`config.mk`:
```
export PLATFORM = sky130hd
export DESIGN_NAME = ckb_cmd_queue
export DESIGN_NICKNAME = d
export VERILOG_FILES = /design/src/hw/rtl/ckb_pkg.sv /design/src/hw/rtl/ckb_cmd_queue.sv
export SDC_FILE = /design/constraint.sdc
export NUM_CORES = 1
export LEC_CHECK = 0
export BUFFER_PORTS_ARGS = -buffer_cell sky130_fd_sc_hd__clkbuf_2
export CELL_PAD_IN_SITES_DETAIL_PLACEMENT = 0
export CELL_PAD_IN_SITES_GLOBAL_PLACEMENT = 1
export CORE_AREA = 2 2 79 81
export CTS_CLUSTER_DIAMETER = 80
export CTS_CLUSTER_SIZE = 12
export DETAILED_ROUTE_END_ITERATION = 10
export DIE_AREA = 0 0 81 83
export HOLD_SLACK_MARGIN = 0.06
export PLACE_DENSITY = 0.79
export RECOVER_POWER = 25
export SETUP_SLACK_MARGIN = 0.3
export SLEW_MARGIN = 0
export SYNTH_ARGS = -nofsm -noshare
export SYNTH_HDL_FRONTEND = slang
export SYNTH_SLANG_ARGS = --single-unit
```
`constraint.sdc`:
```
create_clock -name clk -period 5.9 [get_ports clk]
set_input_delay 0.885 -clock clk [delete_from_list [all_inputs] [get_ports clk]]
set_output_delay 0.885 -clock clk [all_outputs]
set_load 0.05 [all_outputs]
```
`src/hw/rtl/ckb_pkg.sv`:
```
// Shared types, constants and round functions for the ChaCha20 keystream unit.
`timescale 1ns / 1ps

package ckb_pkg;

    localparam int BLOCKS_PER_REQUEST_DEF = 4;
    localparam int DOUBLE_ROUNDS_DEF      = 10;
    localparam int CMD_DEPTH              = 2;

    localparam int WORD_W      = 32;
    localparam int STATE_WORDS = 16;
    localparam int BLOCK_W     = WORD_W * STATE_WORDS;
    localparam int KEY_W       = 256;
    localparam int NONCE_W     = 96;
    localparam int CTR_W       = 32;
    localparam int KS_W        = 64;
    localparam int BOFF_W      = 2;
    localparam int WOFF_W      = 3;
    localparam int OUT_PAD_W   = 3;
    localparam int OUT_TDATA_W = BOFF_W + WOFF_W + KS_W + OUT_PAD_W;
    localparam int CFG_IDX_W   = 3;
    localparam int CFG_DATA_W  = 64;

    localparam logic [CFG_IDX_W-1:0] REG_KEY_PART_0 = 3'd0;
    localparam logic [CFG_IDX_W-1:0] REG_KEY_PART_1 = 3'd1;
    localparam logic [CFG_IDX_W-1:0] REG_KEY_PART_2 = 3'd2;
    localparam logic [CFG_IDX_W-1:0] REG_KEY_PART_3 = 3'd3;
    localparam logic [CFG_IDX_W-1:0] REG_NONCE_LOW  = 3'd4;
    localparam logic [CFG_IDX_W-1:0] REG_NONCE_HIGH = 3'd5;

    typedef logic [WORD_W-1:0] word_t;
    typedef logic [STATE_WORDS-1:0][WORD_W-1:0] state_t;

    typedef struct packed {
        logic [KEY_W-1:0]   key;
        logic [NONCE_W-1:0] nonce;
    } cfg_t;

    typedef struct packed {
        logic load;
        logic step;
        logic diag;
    } lane_ctrl_t;

    typedef enum logic [1:0] {
        ENG_IDLE,
        ENG_RUN,
        ENG_DONE
    } eng_state_t;

    localparam word_t SIGMA [4] = '{32'h61707865, 32'h3320646e, 32'h79622d32, 32'h6b206574};

    function automatic word_t rotl(word_t x, int unsigned n);
        return (x << n) | (x >> (WORD_W - n));
    endfunction

    // Four independent quarter rounds; diag selects the diagonal pattern.
    function automatic state_t chacha_round(state_t s, logic diag);
        state_t     r;
        logic [1:0] col;
        logic [1:0] sh;
        logic [3:0] ia;
        logic [3:0] ib;
        logic [3:0] ic;
        logic [3:0] id;
        word_t      a;
        word_t      b;
        word_t      c;
        word_t      d;
        r  = s;
        sh = {1'b0, diag};
        for (int i = 0; i < 4; i++)
        begin
            col = 2'(i);
            ia  = {2'd0, col};
            ib  = {2'd1, 2'(col + sh)};
            ic  = {2'd2, 2'(col + (sh << 1))};
            id  = {2'd3, 2'(col + sh + (sh << 1))};
            a = s[ia];
            b = s[ib];
            c = s[ic];
            d = s[id];
            a = a + b; d = rotl(d ^ a, 16);
            c = c + d; b = rotl(b ^ c, 12);
            a = a + b; d = rotl(d ^ a, 8);
            c = c + d; b = rotl(b ^ c, 7);
            r[ia] = a;
            r[ib] = b;
            r[ic] = c;
            r[id] = d;
        end
        return r;
    endfunction

    function automatic state_t init_state(cfg_t cfg, word_t ctr);
        state_t s;
        for (int i = 0; i < 4; i++)
        begin
            s[4'(i)] = SIGMA[2'(i)];
        end
        for (int i = 0; i < 8; i++)
        begin
            s[4'(4 + i)] = cfg.key[WORD_W*i +: WORD_W];
        end
        s[12] = ctr;
        s[13] = cfg.nonce[31:0];
        s[14] = cfg.nonce[63:32];
        s[15] = cfg.nonce[95:64];
        return s;
    endfunction

endpackage

```
`src/hw/rtl/ckb_cmd_queue.sv`:
```
// Two-entry queue of block counters between the input side and the round engine.
`timescale 1ns / 1ps

module ckb_cmd_queue
(
    input  logic                    clk,
    input  logic                    rst_n,
    input  logic                    push_valid,
    output logic                    push_ready,
    input  logic [ckb_pkg::CTR_W-1:0] push_data,
    output logic                    pop_valid,
    input  logic                    pop_ready,
    output logic [ckb_pkg::CTR_W-1:0] pop_data
);

    localparam int PTR_W = $clog2(ckb_pkg::CMD_DEPTH);
    localparam int CNT_W = $clog2(ckb_pkg::CMD_DEPTH + 1);

    logic [ckb_pkg::CTR_W-1:0] entry_reg [ckb_pkg::CMD_DEPTH];
    logic [PTR_W-1:0]          wr_ptr_reg;
    logic [PTR_W-1:0]          rd_ptr_reg;
    logic [CNT_W-1:0]          cnt_reg;
    logic                      do_push;
    logic                      do_pop;

    assign push_ready = (cnt_reg != CNT_W'(ckb_pkg::CMD_DEPTH));
    assign pop_valid  = (cnt_reg != '0);
    assign pop_data   = entry_reg[rd_ptr_reg];
    assign do_push    = push_valid && push_ready;
    assign do_pop     = pop_valid && pop_ready;

    always_ff @(posedge clk or negedge rst_n)
    begin
        if (!rst_n)
        begin
            wr_ptr_reg <= '0;
            rd_ptr_reg <= '0;
            cnt_reg    <= '0;
        end
        else
        begin
            if (do_push)
            begin
                wr_ptr_reg <= wr_ptr_reg + PTR_W'(1);
            end
            if (do_pop)
            begin
                rd_ptr_reg <= rd_ptr_reg + PTR_W'(1);
            end
            if (do_push && !do_pop)
            begin
                cnt_reg <= cnt_reg + CNT_W'(1);
            end
            else if (do_pop && !do_push)
            begin
                cnt_reg <= cnt_reg - CNT_W'(1);
            end
        end
    end

    always_ff @(posedge clk)
    begin
        if (do_push)
        begin
            entry_reg[wr_ptr_reg] <= push_data;
        end
    end

endmodule

```
==> reports/qor.yml <==
synth-simple-area-share: 0.0136
initial_core_util: 0.457
grt_pass1_vias: 1449
synthAdderAreaFrac: 0.00471
tightest_slew_ns: 1.02
design_area_um2: 3190
status: "finished, final reports clean"
p_seq_frac: 0.408
cap_violations: 0
cts-resized-gates: 0
cts.path.max_buffers: 2
crit_required_ns: 5.02
rsz0062_at_grt: "no"
switching_share: 0.411
cp.buffers_inverters: 1
die_w_um: 81
synthDistinctLibCells: 16
async_reset_ff_frac: 0.0588
yosys_register_bits: 68
p_leak_nw: 1.28
worstSetupPathType: "register to primary output"
combPwrFrac: 0.428
critPathTopFamily: "flip-flops"
r2r-end: "entry_reg[0][26]$_DFFE_PP_"
max-vdd-ir-drop_v: 0.000422
synth_compound_area_frac: 0
seq_area_frac_synth: 0.760
min_period_ns: 2.91
synthToLayoutAreaGrowth_pct: 19.9
p_per_area_nw_per_um2: 584
skew_ns: 0.00534
crit_fanout: 33
via_count: 1300
clkPwrFrac: 0.164
synth_nets: 155
synth_mux_area_frac: 0.176
switchingPower_mw: 0.766
grt_pass1_wl_um: 6530
placed_area_um2: 3040
coreArea_um2: 5820
cts.sinks: 68
fill_cells: 491
path_cells: "mux2_2 > clkbuf_2"
synth.top_cells.by_count: "edfxtp_1 (64), mux2_4 (29), dfrtp_1 (4)"
io_pins: 70
netlist_area_um2: 2660
cp-start-kind: "register"
stdcell_count: 275
slew_violations: 0
synth_top_family_by_area: "multiplexers"
clk_latency_ns: 0.31
syn_inst: 118
multiInputGateArea_um2: 569
cts_made_buffers: 9
wire_per_inst_um: 15.2
h-tree-depth: 3
reg2reg_depth: 3
nets: 232
synth_edf_count: 64
hold_violations: 0
antenna_found_initial: 0
fp.dieH_um: 83
cts_hold_buffers: 0
yosysMostFrequentCell: "edfxtp_1"
slew_headroom: 0.318
rows: 28
yosys.area.top_type_share: 0.723
place_inst: 259
die_area_um2: 6720
vias_per_cell: 4.73
ys.warnings.count: 0
wl_um: 4180
seqCellArea_um2: 2020
postCtsSetupBuffers: 0
drt_iter0_drc: 74
grt-ovfl-total: 0
tritoncts: "yes"
synth_xor_xnor_area_share: 0.0165
max_freq_mhz: 343
r2r_start: "cnt_reg[0]$_DFFE_PN0P_"
drt-pass1-iter-count: 4
largest_register_ffs: 64
cp_slowest_cell: "dfrtp_2"
r2r_slack_ns: 4.04
synth_ff_type: "edfxtp_1"
grt_use_total: 0.132
path_clk_slew_ns: 0.06
portBuffers: 69
route.detailed.drc: 0
cpPeakStageDelay_ns: 1.04
grt_max_degree: 34
post-dp-hpwl_um: 2890
syn_avg_cell_area_um2: 22.5
hp-class: "input pin to asynchronous set/reset pin"
yosysTopAreaCell: "edfxtp_1"
cp-end-kind: "primary output"
clockRootBuffer: "clkbuf_8"
internal_power_mw: 1.10
timing.setup.tns_ns: 0
drtAntennaViolNets: 0
cp.arrival_ns: 2.03
synth_area_leaders: "edfxtp_1 (72%), mux2_4 (16%), dfrtp_1 (3.8%)"
drive_above_1_share: 0.515
place_congestion: 0.629
fin_crit_sh: 0.494
finalSetupViolations: 0
diodes: 0
## final cells by class
class	count	share of cell area
repair buffers	70	0.106
clock buffers	16	0.0502
well taps	75	0.0294
flip-flops and latches	68	0.635
inverters	1	0.00118
multi-input cells	45	0.179
## power by group through the flow
stage / clock [mW] / sequential [mW] / combinational [mW]
3_3_place_gp: 0 / 0.759 / 0.791
6_report: 0.305 / 0.761 / 0.797
3_5_place_dp: 0 / 0.772 / 0.806
5_1_grt: 0.339 / 0.775 / 0.833
2_1_floorplan: 0 / 0.700 / 0.757
4_1_cts: 0.320 / 0.763 / 0.809
## cell usage in the layout (no fill, tap or decap), drive strengths merged
cell    Yosys  final
mux2       32     32
xnor2       3      3
nand2       2      2
ha          1      1
clkbuf      0     84
nor2        2      2
edfxtp     64     64
xor2        2      2
nand2b      1      1
buf         4      2
dfrtp       4      4
inv         1      1
and3        1      1
or2         1      1
## per-layer routing
| layer | GRT usage | vias up | share of wire |
|---|---|---|---|
| li1 | - | 607 | - |
| met1 | 0.124 | 654 | 0.34 |
| met2 | 0.257 | 34 | 0.60 |
| met3 | 0.0250 | 5 | 0.047 |
| met4 | 0.0693 | 0 | 0.014 |
| met5 | 0 | - | 0 |
## cell families after synthesis
kind of cell	count (synthesis)
adders and majority gates	1
xor gates and xnor gates	5
and+or+nand+nor	7
muxes	32
buffers and inverters	5
DFF	68
## through the flow
stage | util | worst slack, ns | power, mW | hold slack (ns)
final | 0.548 | 2.99 | 1.86 | 0.382
after global routing | 0.548 | 2.88 | 1.95 | 0.383
after CTS | 0.551 | 2.95 | 1.89 | 0.342
after detailed placement | 0.523 | 3.31 | 1.58 | 0.516
after global placement | 0.523 | 3.36 | 1.55 | 0.471
after floorplan | - | 3.05 | 1.46 | 0.456
## worst max path at each step
stage	startpoint	end	slack, ns	cells after the start
finish	rd_ptr_reg$_DFFE_PN0P_	pop_data[11]	2.99	2
global route	rd_ptr_reg$_DFFE_PN0P_	pop_data[11]	2.88	2
CTS	rd_ptr_reg$_DFFE_PN0P_	pop_data[11]	2.95	2
detailed placement	rd_ptr_reg$_DFFE_PN0P_	pop_data[11]	3.31	2
global placement	rd_ptr_reg$_DFFE_PN0P_	pop_data[11]	3.36	2
floorplan	cnt_reg[0]$_DFFE_PN0P_	entry_reg[0][0]$_DFFE_PP_	3.05	3
(Power assumes the default switching activity.)
